[config.mk]
export PLATFORM = sky130hd
export DESIGN_NAME = lru_page_replacement
export DESIGN_NICKNAME = d
export VERILOG_FILES = /design/src/lrup_pkg.sv /design/src/lru_page_replacement.sv /design/src/lrup_ram.sv /design/src/lrup_cfg.sv /design/src/lrup_engine.sv
export SDC_FILE = /design/constraint.sdc
export NUM_CORES = 1
export LEC_CHECK = 0
export BUFFER_PORTS_ARGS = -buffer_cell sky130_fd_sc_hd__clkbuf_2
export CORE_ASPECT_RATIO = 2
export CORE_MARGIN = 4
export CORE_UTILIZATION = 55
export CTS_CLUSTER_DIAMETER = 200
export DETAILED_ROUTE_END_ITERATION = 6
export GPL_ROUTABILITY_DRIVEN = 0
export PLACE_DENSITY = 0.74
export RECOVER_POWER = 50
export SKIP_CTS_REPAIR_TIMING = 1
export SLEW_MARGIN = 20
export SYNTH_ARGS = -nofsm -noshare
export SYNTH_HDL_FRONTEND = slang
export SYNTH_SLANG_ARGS = --single-unit
export TNS_END_PERCENT = 10
[constraint.sdc]
create_clock -name clk -period 6.7 [get_ports clk]
set_input_delay 0.67 -clock clk [delete_from_list [all_inputs] [get_ports clk]]
set_output_delay 0.67 -clock clk [all_outputs]
set_load 0.005 [all_outputs]
[src/lrup_pkg.sv]
// Shared constants, types and state codes of the LRU page replacement block.
package lrup_pkg;

  // Table geometry.
  localparam int SLOTS      = 16;
  localparam int PAGE_BITS  = 16;
  localparam int SLOT_BITS  = (SLOTS > 1) ? $clog2(SLOTS) : 1;
  localparam int RANK_BITS  = SLOT_BITS;
  localparam int CNT_BITS   = $clog2(SLOTS + 1);
  localparam int ENTRY_BITS = PAGE_BITS + RANK_BITS;
  localparam int FAULT_BITS = 32;

  // Register file.
  localparam int CFG_BITS   = 5;
  localparam int ADDR_BITS  = 3;
  localparam int DATA_BITS  = 32;
  localparam logic [ADDR_BITS-1:0] REG_SLOTS_IN_USE = 3'h0;
  localparam int CFG_RESET  = (SLOTS > 31) ? 31 : SLOTS;

  typedef logic [PAGE_BITS-1:0]  page_t;
  typedef logic [SLOT_BITS-1:0]  slot_t;
  typedef logic [RANK_BITS-1:0]  rank_t;
  typedef logic [CNT_BITS-1:0]   cnt_t;
  typedef logic [ENTRY_BITS-1:0] entry_t;
  typedef logic [FAULT_BITS-1:0] fault_t;

  // Engine sequencer states.
  typedef enum logic [4:0] {
    ST_IDLE   = 5'b00001,
    ST_SCAN   = 5'b00010,
    ST_DECIDE = 5'b00100,
    ST_AGE    = 5'b01000,
    ST_EMIT   = 5'b10000
  } state_t;

endpackage

[src/lru_page_replacement.sv]
// Top level of the LRU page replacement block: register file, engine and slot memory.
//
//   Channel   Direction  Handshake              Contents
//   in        sink       in_valid / in_ready    req_page, last_request
//   out       source     out_valid / out_ready  hit, slot_index, evicted_valid,
//                                               evicted_page, fault_total
//   cfg       APB slave  psel, penable, pready  slots_in_use at byte address 0
//
// A request passes from transfer to result through a scan of the active slots and an
// aging pass over all slots, each one read a cycle through the single read port of the
// slot memory, then a decision state and the emit state that loads the result. The next
// request can transfer in the cycle after the result is loaded.
// Reset clears the valid bits and the fault count at once; no clearing pass is needed.
// A stalled result waits in the output register; the next request is taken once the
// engine has loaded it there.
module lru_page_replacement (
  input  logic                            clk,
  input  logic                            rst,
  input  logic                            psel,
  input  logic                            penable,
  input  logic                            pwrite,
  input  logic [lrup_pkg::ADDR_BITS-1:0]  paddr,
  input  logic [lrup_pkg::DATA_BITS-1:0]  pwdata,
  output logic [lrup_pkg::DATA_BITS-1:0]  prdata,
  output logic                            pready,
  input  logic                            in_valid,
  output logic                            in_ready,
  input  logic [15:0]                     req_page,
  input  logic                            last_request,
  output logic                            out_valid,
  input  logic                            out_ready,
  output logic                            hit,
  output logic [3:0]                      slot_index,
  output logic                            evicted_valid,
  output logic [15:0]                     evicted_page,
  output logic [31:0]                     fault_total
);

  logic [lrup_pkg::CFG_BITS-1:0] slots_cfg;
  logic                          ram_rd_en;
  lrup_pkg::slot_t               ram_rd_addr;
  lrup_pkg::entry_t              ram_rd_data;
  logic                          ram_wr_en;
  lrup_pkg::slot_t               ram_wr_addr;
  lrup_pkg::entry_t              ram_wr_data;

  // Configuration registers.
  lrup_cfg u_cfg (
    .clk       (clk),
    .rst       (rst),
    .psel      (psel),
    .penable   (penable),
    .pwrite    (pwrite),
    .paddr     (paddr),
    .pwdata    (pwdata),
    .prdata    (prdata),
    .pready    (pready),
    .slots_cfg (slots_cfg)
  );

  // Slot memory: page number and recency rank per slot.
  lrup_ram #(
    .DEPTH (lrup_pkg::SLOTS),
    .WIDTH (lrup_pkg::ENTRY_BITS)
  ) u_ram (
    .clk     (clk),
    .rd_en   (ram_rd_en),
    .rd_addr (ram_rd_addr),
    .rd_data (ram_rd_data),
    .wr_en   (ram_wr_en),
    .wr_addr (ram_wr_addr),
    .wr_data (ram_wr_data)
  );

  // Search, replacement and result sequencing.
  lrup_engine u_engine (
    .clk           (clk),
    .rst           (rst),
    .slots_cfg     (slots_cfg),
    .in_valid      (in_valid),
    .in_ready      (in_ready),
    .req_page      (req_page),
    .last_request  (last_request),
    .out_valid     (out_valid),
    .out_ready     (out_ready),
    .hit           (hit),
    .slot_index    (slot_index),
    .evicted_valid (evicted_valid),
    .evicted_page  (evicted_page),
    .fault_total   (fault_total),
    .ram_rd_en     (ram_rd_en),
    .ram_rd_addr   (ram_rd_addr),
    .ram_rd_data   (ram_rd_data),
    .ram_wr_en     (ram_wr_en),
    .ram_wr_addr   (ram_wr_addr),
    .ram_wr_data   (ram_wr_data)
  );

endmodule

[src/lrup_ram.sv]
// Generic single-port-write, single-port-read RAM with registered read data.
module lrup_ram #(
  parameter int DEPTH  = 16,
  parameter int WIDTH  = 20,
  parameter int ADDR_W = (DEPTH > 1) ? $clog2(DEPTH) : 1
) (
  input  logic              clk,
  input  logic              rd_en,
  input  logic [ADDR_W-1:0] rd_addr,
  output logic [WIDTH-1:0]  rd_data,
  input  logic              wr_en,
  input  logic [ADDR_W-1:0] wr_addr,
  input  logic [WIDTH-1:0]  wr_data
);

  logic [WIDTH-1:0] mem [DEPTH];

  // Write port.
  always_ff @(posedge clk) begin
    if (wr_en) begin
      mem[wr_addr] <= wr_data;
    end
  end

  // Read port with registered read data.
  always_ff @(posedge clk) begin
    if (rd_en) begin
      rd_data <= mem[rd_addr];
    end
  end

endmodule

[src/lrup_cfg.sv]
// APB-style register file holding the number of active table slots.
module lrup_cfg (
  input  logic                            clk,
  input  logic                            rst,
  input  logic                            psel,
  input  logic                            penable,
  input  logic                            pwrite,
  input  logic [lrup_pkg::ADDR_BITS-1:0]  paddr,
  input  logic [lrup_pkg::DATA_BITS-1:0]  pwdata,
  output logic [lrup_pkg::DATA_BITS-1:0]  prdata,
  output logic                            pready,
  output logic [lrup_pkg::CFG_BITS-1:0]   slots_cfg
);

  logic wr_hit;

  assign pready = 1'b1;
  assign wr_hit = psel && penable && pwrite && (paddr == lrup_pkg::REG_SLOTS_IN_USE);

  // The register keeps the raw written value; the engine clamps it.
  always_ff @(posedge clk) begin
    if (rst) begin
      slots_cfg <= lrup_pkg::CFG_BITS'(lrup_pkg::CFG_RESET);
    end else if (wr_hit) begin
      slots_cfg <= pwdata[lrup_pkg::CFG_BITS-1:0];
    end
  end

  // Read mux; unmapped addresses read as zero.
  always_comb begin
    if (paddr == lrup_pkg::REG_SLOTS_IN_USE) begin
      prdata = lrup_pkg::DATA_BITS'(slots_cfg);
    end else begin
      prdata = '0;
    end
  end

endmodule

[src/lrup_engine.sv]
// Sequencer that scans the slot memory, picks the slot, ages the ranks and issues the result.
module lrup_engine (
  input  logic                           clk,
  input  logic                           rst,
  input  logic [lrup_pkg::CFG_BITS-1:0]  slots_cfg,
  // Request channel.
  input  logic                           in_valid,
  output logic                           in_ready,
  input  logic [15:0]                    req_page,
  input  logic                           last_request,
  // Result channel.
  output logic                           out_valid,
  input  logic                           out_ready,
  output logic                           hit,
  output logic [3:0]                     slot_index,
  output logic                           evicted_valid,
  output logic [15:0]                    evicted_page,
  output logic [31:0]                    fault_total,
  // Slot memory port.
  output logic                           ram_rd_en,
  output lrup_pkg::slot_t                ram_rd_addr,
  input  lrup_pkg::entry_t               ram_rd_data,
  output logic                           ram_wr_en,
  output lrup_pkg::slot_t                ram_wr_addr,
  output lrup_pkg::entry_t               ram_wr_data
);

  lrup_pkg::state_t state;

  // Request held for the duration of the search.
  lrup_pkg::page_t  page_q;
  logic             last_q;
  lrup_pkg::cnt_t   n_q;
  lrup_pkg::cnt_t   n_eff;

  // Memory walk pointers.
  lrup_pkg::cnt_t   cnt;
  logic             rd_valid;
  lrup_pkg::slot_t  rd_idx;
  logic             issue;
  lrup_pkg::cnt_t   walk_end;

  // Scan findings.
  logic             found_v;
  lrup_pkg::slot_t  found_slot;
  lrup_pkg::rank_t  found_rank;
  logic             empty_v;
  lrup_pkg::slot_t  empty_slot;
  logic             oldest_v;
  lrup_pkg::slot_t  oldest_slot;
  lrup_pkg::rank_t  oldest_rank;
  lrup_pkg::page_t  oldest_page;

  // Decision and aging control.
  lrup_pkg::slot_t  slot_q;
  logic             age_all;
  lrup_pkg::rank_t  age_limit;
  logic             res_hit;
  logic             res_ev_valid;
  lrup_pkg::page_t  res_ev_page;

  // Resident state outside the memory.
  logic [lrup_pkg::SLOTS-1:0] slot_valid;
  lrup_pkg::fault_t           fault_count;

  lrup_pkg::page_t  rd_page;
  lrup_pkg::rank_t  rd_rank;

  assign rd_rank = ram_rd_data[lrup_pkg::RANK_BITS-1:0];
  assign rd_page = ram_rd_data[lrup_pkg::RANK_BITS +: lrup_pkg::PAGE_BITS];
  assign in_ready = (state == lrup_pkg::ST_IDLE);

  // Clamp the configured slot count to the range one to SLOTS.
  always_comb begin
    if (slots_cfg == '0) begin
      n_eff = lrup_pkg::CNT_BITS'(1);
    end else if (32'(slots_cfg) > 32'(lrup_pkg::SLOTS)) begin
      n_eff = lrup_pkg::CNT_BITS'(lrup_pkg::SLOTS);
    end else begin
      n_eff = lrup_pkg::CNT_BITS'(slots_cfg);
    end
  end

  // Read issue: the scan walks the active slots, the aging pass walks every slot.
  always_comb begin
    if (state == lrup_pkg::ST_AGE) begin
      walk_end = lrup_pkg::CNT_BITS'(lrup_pkg::SLOTS);
    end else begin
      walk_end = n_q;
    end
    issue       = ((state == lrup_pkg::ST_SCAN) || (state == lrup_pkg::ST_AGE)) &&
                  (cnt < walk_end);
    ram_rd_en   = issue;
    ram_rd_addr = cnt[lrup_pkg::SLOT_BITS-1:0];
  end

  // Aging write-back: the chosen slot takes the request page at rank zero, and every other
  // valid slot more recent than the limit (all of them when a free slot was filled) moves one rank older.
  always_comb begin
    ram_wr_en   = 1'b0;
    ram_wr_addr = rd_idx;
    ram_wr_data = {rd_page, rd_rank + lrup_pkg::RANK_BITS'(1)};
    if ((state == lrup_pkg::ST_AGE) && rd_valid) begin
      if (rd_idx == slot_q) begin
        ram_wr_en   = 1'b1;
        ram_wr_data = {page_q, lrup_pkg::rank_t'(0)};
      end else if (slot_valid[rd_idx] && (age_all || (rd_rank < age_limit))) begin
        ram_wr_en   = 1'b1;
      end
    end
  end

  // Main sequencer.
  always_ff @(posedge clk) begin
    if (rst) begin
      state       <= lrup_pkg::ST_IDLE;
      cnt         <= '0;
      rd_valid    <= 1'b0;
      slot_valid  <= '0;
      fault_count <= '0;
      out_valid   <= 1'b0;
      found_v     <= 1'b0;
      empty_v     <= 1'b0;
      oldest_v    <= 1'b0;
    end else begin
      // A result transfer frees the output register; the emit state reloads it itself.
      if (out_valid && out_ready && (state != lrup_pkg::ST_EMIT)) begin
        out_valid <= 1'b0;
      end
      case (state)
        lrup_pkg::ST_IDLE: begin
          if (in_valid) begin
            page_q   <= lrup_pkg::page_t'(req_page);
            last_q   <= last_request;
            n_q      <= n_eff;
            cnt      <= '0;
            found_v  <= 1'b0;
            empty_v  <= 1'b0;
            oldest_v <= 1'b0;
            state    <= lrup_pkg::ST_SCAN;
          end
        end

        lrup_pkg::ST_SCAN: begin
          rd_valid <= issue;
          rd_idx   <= cnt[lrup_pkg::SLOT_BITS-1:0];
          cnt      <= cnt + lrup_pkg::CNT_BITS'(issue);
          // Search the entry read in the previous cycle, lowest index first.
          if (rd_valid) begin
            if (slot_valid[rd_idx]) begin
              if (!found_v && (rd_page == page_q)) begin
                found_v    <= 1'b1;
                found_slot <= rd_idx;
                found_rank <= rd_rank;
              end
              if (!oldest_v || (rd_rank > oldest_rank)) begin
                oldest_v    <= 1'b1;
                oldest_slot <= rd_idx;
                oldest_rank <= rd_rank;
                oldest_page <= rd_page;
              end
            end else if (!empty_v) begin
              empty_v    <= 1'b1;
              empty_slot <= rd_idx;
            end
          end
          if (!issue && !rd_valid) begin
            state <= lrup_pkg::ST_DECIDE;
          end
        end

        lrup_pkg::ST_DECIDE: begin
          cnt          <= '0;
          res_hit      <= found_v;
          res_ev_valid <= 1'b0;
          res_ev_page  <= '0;
          if (found_v) begin
            slot_q    <= found_slot;
            age_all   <= 1'b0;
            age_limit <= found_rank;
          end else begin
            if (fault_count != '1) begin
              fault_count <= fault_count + lrup_pkg::FAULT_BITS'(1);
            end
            if (empty_v) begin
              slot_q    <= empty_slot;
              age_all   <= 1'b1;
              age_limit <= found_rank;
              slot_valid[empty_slot] <= 1'b1;
            end else begin
              slot_q       <= oldest_slot;
              age_all      <= 1'b0;
              age_limit    <= oldest_rank;
              res_ev_valid <= 1'b1;
              res_ev_page  <= oldest_page;
            end
          end
          state <= lrup_pkg::ST_AGE;
        end

        lrup_pkg::ST_AGE: begin
          rd_valid <= issue;
          rd_idx   <= cnt[lrup_pkg::SLOT_BITS-1:0];
          cnt      <= cnt + lrup_pkg::CNT_BITS'(issue);
          if (!issue && !rd_valid) begin
            state <= lrup_pkg::ST_EMIT;
          end
        end

        lrup_pkg::ST_EMIT: begin
          // Load the output register once it is free, then apply the end-of-sequence clear.
          if (!out_valid || out_ready) begin
            out_valid     <= 1'b1;
            hit           <= res_hit;
            slot_index    <= 4'(slot_q);
            evicted_valid <= res_ev_valid;
            evicted_page  <= 16'(res_ev_page);
            fault_total   <= 32'(fault_count);
            if (last_q) begin
              slot_valid  <= '0;
              fault_count <= '0;
            end
            state <= lrup_pkg::ST_IDLE;
          end
        end

        default: begin
          state <= lrup_pkg::ST_IDLE;
        end
      endcase
    end
  end

endmodule

# After elaboration in Yosys (flattened, before gate mapping)
# Memory sizes are Yosys's and may differ from the RTL's. A register that Yosys moved wholly into a read port is not among the register bits.
# Cells that the tools add are included.
[classes]
addsub = 3
order_cmp = 7
n_eq_ne = 22
muxes = 52
bitwise = 4
reduce_logical = 42
[op_table]
columns = ["operator", "n"]
rows = [
  ["32-bit two-way mux", 4],
  ["16-bit two-way mux", 4],
  ["32-bit one-hot mux with 2 select lines", 1],
  ["20-bit two-way mux", 2],
  ["5-bit two-way mux", 8],
  ["5-bit AND reduction", 7],
  ["32-bit by 1-bit adder with 32-bit output (second input constant)", 1],
  ["32-bit != test (second input constant)", 1],
  ["16-bit one-hot mux with 2 select lines", 1],
  ["5-bit one-hot mux with 5 select lines", 1],
  ["1-bit two-way mux", 21],
  ["16-bit equality test", 1],
  ["4-bit two-way mux", 4],
  ["2-bit != test (second input constant)", 8],
  ["16-bit bitwise OR", 1],
  ["5-bit one-hot mux with 3 select lines", 1],
  ["1-bit logical AND", 11],
  ["4-bit by 5-bit less-than comparator with 1-bit output (second input constant)", 2],
  ["2-bit by 1-bit != test with 1-bit output (second input constant)", 5],
  ["4-bit AND reduction", 2],
  ["1-bit one-hot mux with 2 select lines", 3],
  ["2-bit AND reduction", 3],
  ["3-bit AND reduction", 2],
  ["2-bit OR reduction", 3],
  ["other kinds (23)", 33],
]
[word_totals]
register_bits = 211
ramBits = 320
inputBits = 59
wordCells = 163
n_memories = 1
[memory_table]
columns = ["name", "depth", "width", "rd", "rd_ports_with_merged_regs", "wr", "line_no", "source"]
rows = [
  ["u_ram.mem", 16, 20, 1, 1, 1, "lrup_ram.sv:16", "logic [WIDTH-1:0] mem [DEPTH];"],
]

# Longest topological paths before layout
[logic_depth]
ltp_word = 8
mapped_depth = 15
ltp_nobuf = 14

# Hierarchy
# A second synthesis with hierarchy kept.
[hier_totals]
cells_unflattened = 1298
hier_area_um2 = 22133.7
[modules_own_cells]
columns = ["mod", "instances", "cells_per_inst", "area_each_um2", "seq_area_each_um2"]
rows = [
  ["lrup_ram", 1, 533, 12731.0, 10209.8],
  ["lrup_engine", 1, 706, 8906.0, 5555.3],
  ["lrup_cfg", 1, 59, 496.7, 100.1],
]

# Worst setup path before layout
# OpenSTA, ideal clock, no wires.
[synth_timing]
path_type = "input -> register"
start = "input port rst"
end = "register u_engine.evicted_page[0], enable pin"
t_arrival_ns = 4.804
path_slack_ns = 1.363
path_stages = 3
path_buffers = 2
path_cell_list = "clkbuf_1 -> clkbuf_1 -> nor3_1"
[synth_between]
elab_chain_len = 2
[synth_rtl]
columns = ["item", "line_no", "source"]
rows = [
  ["start, declared", "lru_page_replacement.sv:18", "input logic rst,"],
  ["1-bit inverter (no line)", "--", ""],
  ["3-bit AND reduction (no line)", "--", ""],
  ["end signal, assigned", "lrup_engine.sv:217", "evicted_page <= 16'(res_ev_page);"],
  ["end, declared", "lrup_engine.sv:17", "output logic [15:0] evicted_page,"],
]
# No other way between the ends.
# A chain may end at the register's enable or synchronous reset.

# Final worst setup path
[layout_timing]
start = "register u_engine.cnt[3]"
end = "register u_ram.rd_data[9] (read register of u_ram.mem), enable pin"
[layout_between]
elab_chain_len = 2
[layout_rtl]
columns = ["item", "line_no", "source"]
rows = [
  ["start, declared", "lrup_engine.sv:37", "lrup_pkg::cnt_t cnt;"],
  ["start signal, assigned", "lrup_engine.sv:147", "cnt <= cnt + lrup_pkg::CNT_BITS'(issue);"],
  ["start signal, assigned", "lrup_engine.sv:204", "cnt <= cnt + lrup_pkg::CNT_BITS'(issue);"],
  ["5-bit less-than comparator", "lrup_engine.sv:92", "(cnt < walk_end);"],
  ["1-bit logical AND", "lrup_engine.sv:91", "issue = ((state == lrup_pkg::ST_SCAN) || (state == lrup_pkg::ST_AGE)) &&"],
  ["via ram_rd_en", "lru_page_replacement.sv:40", "logic ram_rd_en;"],
  ["end, declared", "lrup_ram.sv:10", "output logic [WIDTH-1:0] rd_data,"],
]
# The timed path passes the listed nets, and every way through them passes these cells.

==> flow_summary_export.csv <==
group,metric,value,unit
status,outcome,"complete, but fails checks",
status,violations,"max-capacitance violations, max-slew violations",
global_route,gr-usage-all-layers,0.214,
cts,clkSlewWorstSetupHoldPaths,70,ps
global_route,met3_usage,0.0254,
floorplan,fp.dieArea,43100,sq um
timing,max_slew_margin,-1.03,
setup_path,required,6870,ps
routing,route.vias.total,11358,
placement,hpwl,28.4,mm
yosys,yosysTopAreaCell,"edfxtp_1",
run,drv_cap,15,
timing,finalSetupTns,0,ps
yosys,ys_types,65,
floorplan,io_pins,148,
setup_path,critPathKind,"reg2reg",
pwr,vdd_drop_max,207,uV
floorplan,initial_core_util,0.555,
setup_path,critPathArrivalTime,4700,ps
final_layout,n_fill_cell,2825,
global_route,grt_pass1_vias,11483,
cts,cts_tree,"yes",
cts,cts_made_buffers,46,
setup_path,cp-end-kind,"flip-flop",
setup_path,start_kind,"flip-flop",
routing,dr.first_iter.drc_count,878,
routing,drcViolationCount,0,
final_layout,nNetsFinal,1423,
final_layout,drive_above_1_share,0.206,
yosys,synth_edf_count,483,
global_route,grt_max_degree,55,
yosys,synth.area.top_cells,"edfxtp_1 66%, mux4_2 11%, dfxtp_1 6.2%",
min_path,hp-class,"in2reg",
global_route,overflow,0,
timing,post-route-period-util,0.676,
yosys,async_flop_share,0,
global_route,grt-busiest-layer,"met2",
floorplan,die_h,290,um
global_route,antenna_found_initial,0,
yosys,yosys_warnings,0,
final_layout,syn2layout_area_growth,10.8,%
cts,cts_sinks,551,
global_route,grt_first_pass_wirelength,68.9,mm
routing,ant_nets,0,
timing,finalMaxSlewViolations,385,
timing,rsz0062_at_grt,"no",
timing,clock_skew,26.0,ps
yosys,synth_seq_area_share,0.727,
setup_path,crit_path_max_fanout,25,
floorplan,design.core.area,39300,sq um
pwr,powerDensity,264,nW/um^2
yosys,ys.flop_type,"edfxtp_1",
yosys,netlist_instances,1236,
cts,cts_buffer_depth,3,
global_route,met2_usage,0.408,
final_layout,antennaDiodeCount,0,
timing,report.final.hold_viol_count,0,
timing,setup_violations,0,
yosys,syn_area_per_cell,17.7,sq um
yosys,synth_area,21800,sq um
floorplan,rows,103,
yosys,yosysTopAreaCellShare,0.665,
timing,tightest_slew,3050,ps
timing,period_needed,4530,ps
pwr,p_leak,6.50,nW
routing,wire_per_inst,23.8,um
routing,drt-vias-per-instance,5.95,
routing,drtPass1Iterations,5,
cts,cts_root_buf,"clkbuf_16",
placement,pre_cts_slack,3330,ps
cts,clock_latency,580,ps
placement,port_buffers,92,
yosys,ys_ff_latch,551,
cts,ctsHtreeMaxLevel,2,
timing,fin_ws,2170,ps
routing,drt-total-wl,45.5,mm
global_route,grtUsageMet1,0.243,
timing,fmax,0.221,GHz
floorplan,die_x,149,um
## metrics by stage
step	hold WS, ps	util	total power [W]	instances	area [sq um]
2_1_floorplan	400	-	0.00382	1262	21900
3_3_place_gp	404	0.582	0.00384	1824	22900
3_5_place_dp	405	0.582	0.00384	1824	22900
4_1_cts	245	0.619	0.00643	1908	24300
5_1_grt	255	0.615	0.00658	1908	24200
6_report	270	0.615	0.00638	1908	24200
## path summary, 6_finish.rpt
kind	startpoint	end	slack [ps]	depth (start not counted)
setup / recovery	u_engine.cnt[3]	u_ram.rd_data[9]	2170	6
hold / removal	req_page[0]	u_engine.page_q[0]	270	1
setup reg to reg	u_engine.cnt[3]	u_ram.rd_data[9]	2170	6
hold reg to reg	u_engine.res_hit	u_engine.hit	420	0
## sequential cells by signal (all words and copies together), names as in the netlist, 5 cells and up
name,flops
u_cfg.slots_cfg,5
u_engine.cnt,5
u_engine.evicted_page,16
u_engine.fault_count,32
u_engine.fault_total,32
u_engine.n_q,5
u_engine.oldest_page,16
u_engine.page_q,16
u_engine.res_ev_page,16
u_engine.slot_valid,16
u_engine.state,5
u_ram.mem,320
u_ram.rd_data,20
## cells in the mapped netlist (5+ instances only)
cell type and instances:
mux2i_1 10, and2_1 25, clkbuf_1 34, or2_2 5
nand2_1 89, buf_2 11, dfxtp_1 68, buf_4 29
or4_1 21, a21oi_1 56, nor2_1 29, ha_1 17
nor4_1 6, and3_1 9, mux4_2 105, nor3_1 9
o31ai_1 19, nand3_1 25, o21ai_0 16, or3_1 8
edfxtp_1 483, a22o_1 19, nor2b_1 11, xor2_1 21
nand4_1 14, mux2_2 6, inv_1 17, nor3b_1 5
## layout make-up
type | count | area, sq um | share of cell area
Multi-Input combinational cell | 612 | 5560 | 0.230
Clock buffer | 61 | 1250 | 0.0516
Inverter | 17 | 63.8 | 0.00264
Sequential cell | 551 | 15900 | 0.656
Timing Repair Buffer | 119 | 569 | 0.0235
Clock inverter | 23 | 219 | 0.00905
Tap cell | 525 | 657 | 0.0272
## worst max-delay path: stages, from the launching register on
cell,delay [ps]
dfxtp_1,1480
ha_1,450
a21oi_1,130
nor2b_1,50
or4_1,630
inv_1,130
clkbuf_1,1260
## cells by family after synthesis
group | Yosys count | synth area share
flops | 551 | 0.727
simple gates | 281 | 0.0708
compound gates | 141 | 0.0424
mux | 121 | 0.116
buf+inv | 99 | 0.0240
xor+xnor | 24 | 0.00963
fa+ha+maj | 17 | 0.00975
other cells | 2 | 0.000344
## layout by cell type (no fill, tap or decap), drive strengths merged, types with 4 or more instances in the layout
cell type	n
or4	22
and4	4
mux2i	10
buf	12
o21ai	21
inv	20
nor2	30
o31ai	19
mux2	6
nand3	25
a21oi	56
and2	25
nor4	9
or2	6
xor2	21
nor2b	11
nand2	89
or3	9
clkinv	13
o211ai	4
and3	9
dfxtp	68
clkbuf	168
a22o	19
conb	28
edfxtp	483
nand4	14
mux4	105
ha	17
clkinvlp	4
nor3b	5
nor3	12
## power breakdown
part           total (W)  internal [W]  leakage (nW)  switching, W
Sequential       0.00370       0.00369          3.91    0.00000984
Combinational  0.0000627     0.0000203          1.87     0.0000424
Clock            0.00261       0.00144         0.712       0.00117
## routing by layer
metal | part of all wire | vias to the layer above
met5 | 0 | -
met4 | 0.043 | 0
met3 | 0.051 | 104
met2 | 0.56 | 417
met1 | 0.34 | 5748
li1 | - | 5089
Power figures use the tool's default switching activity.
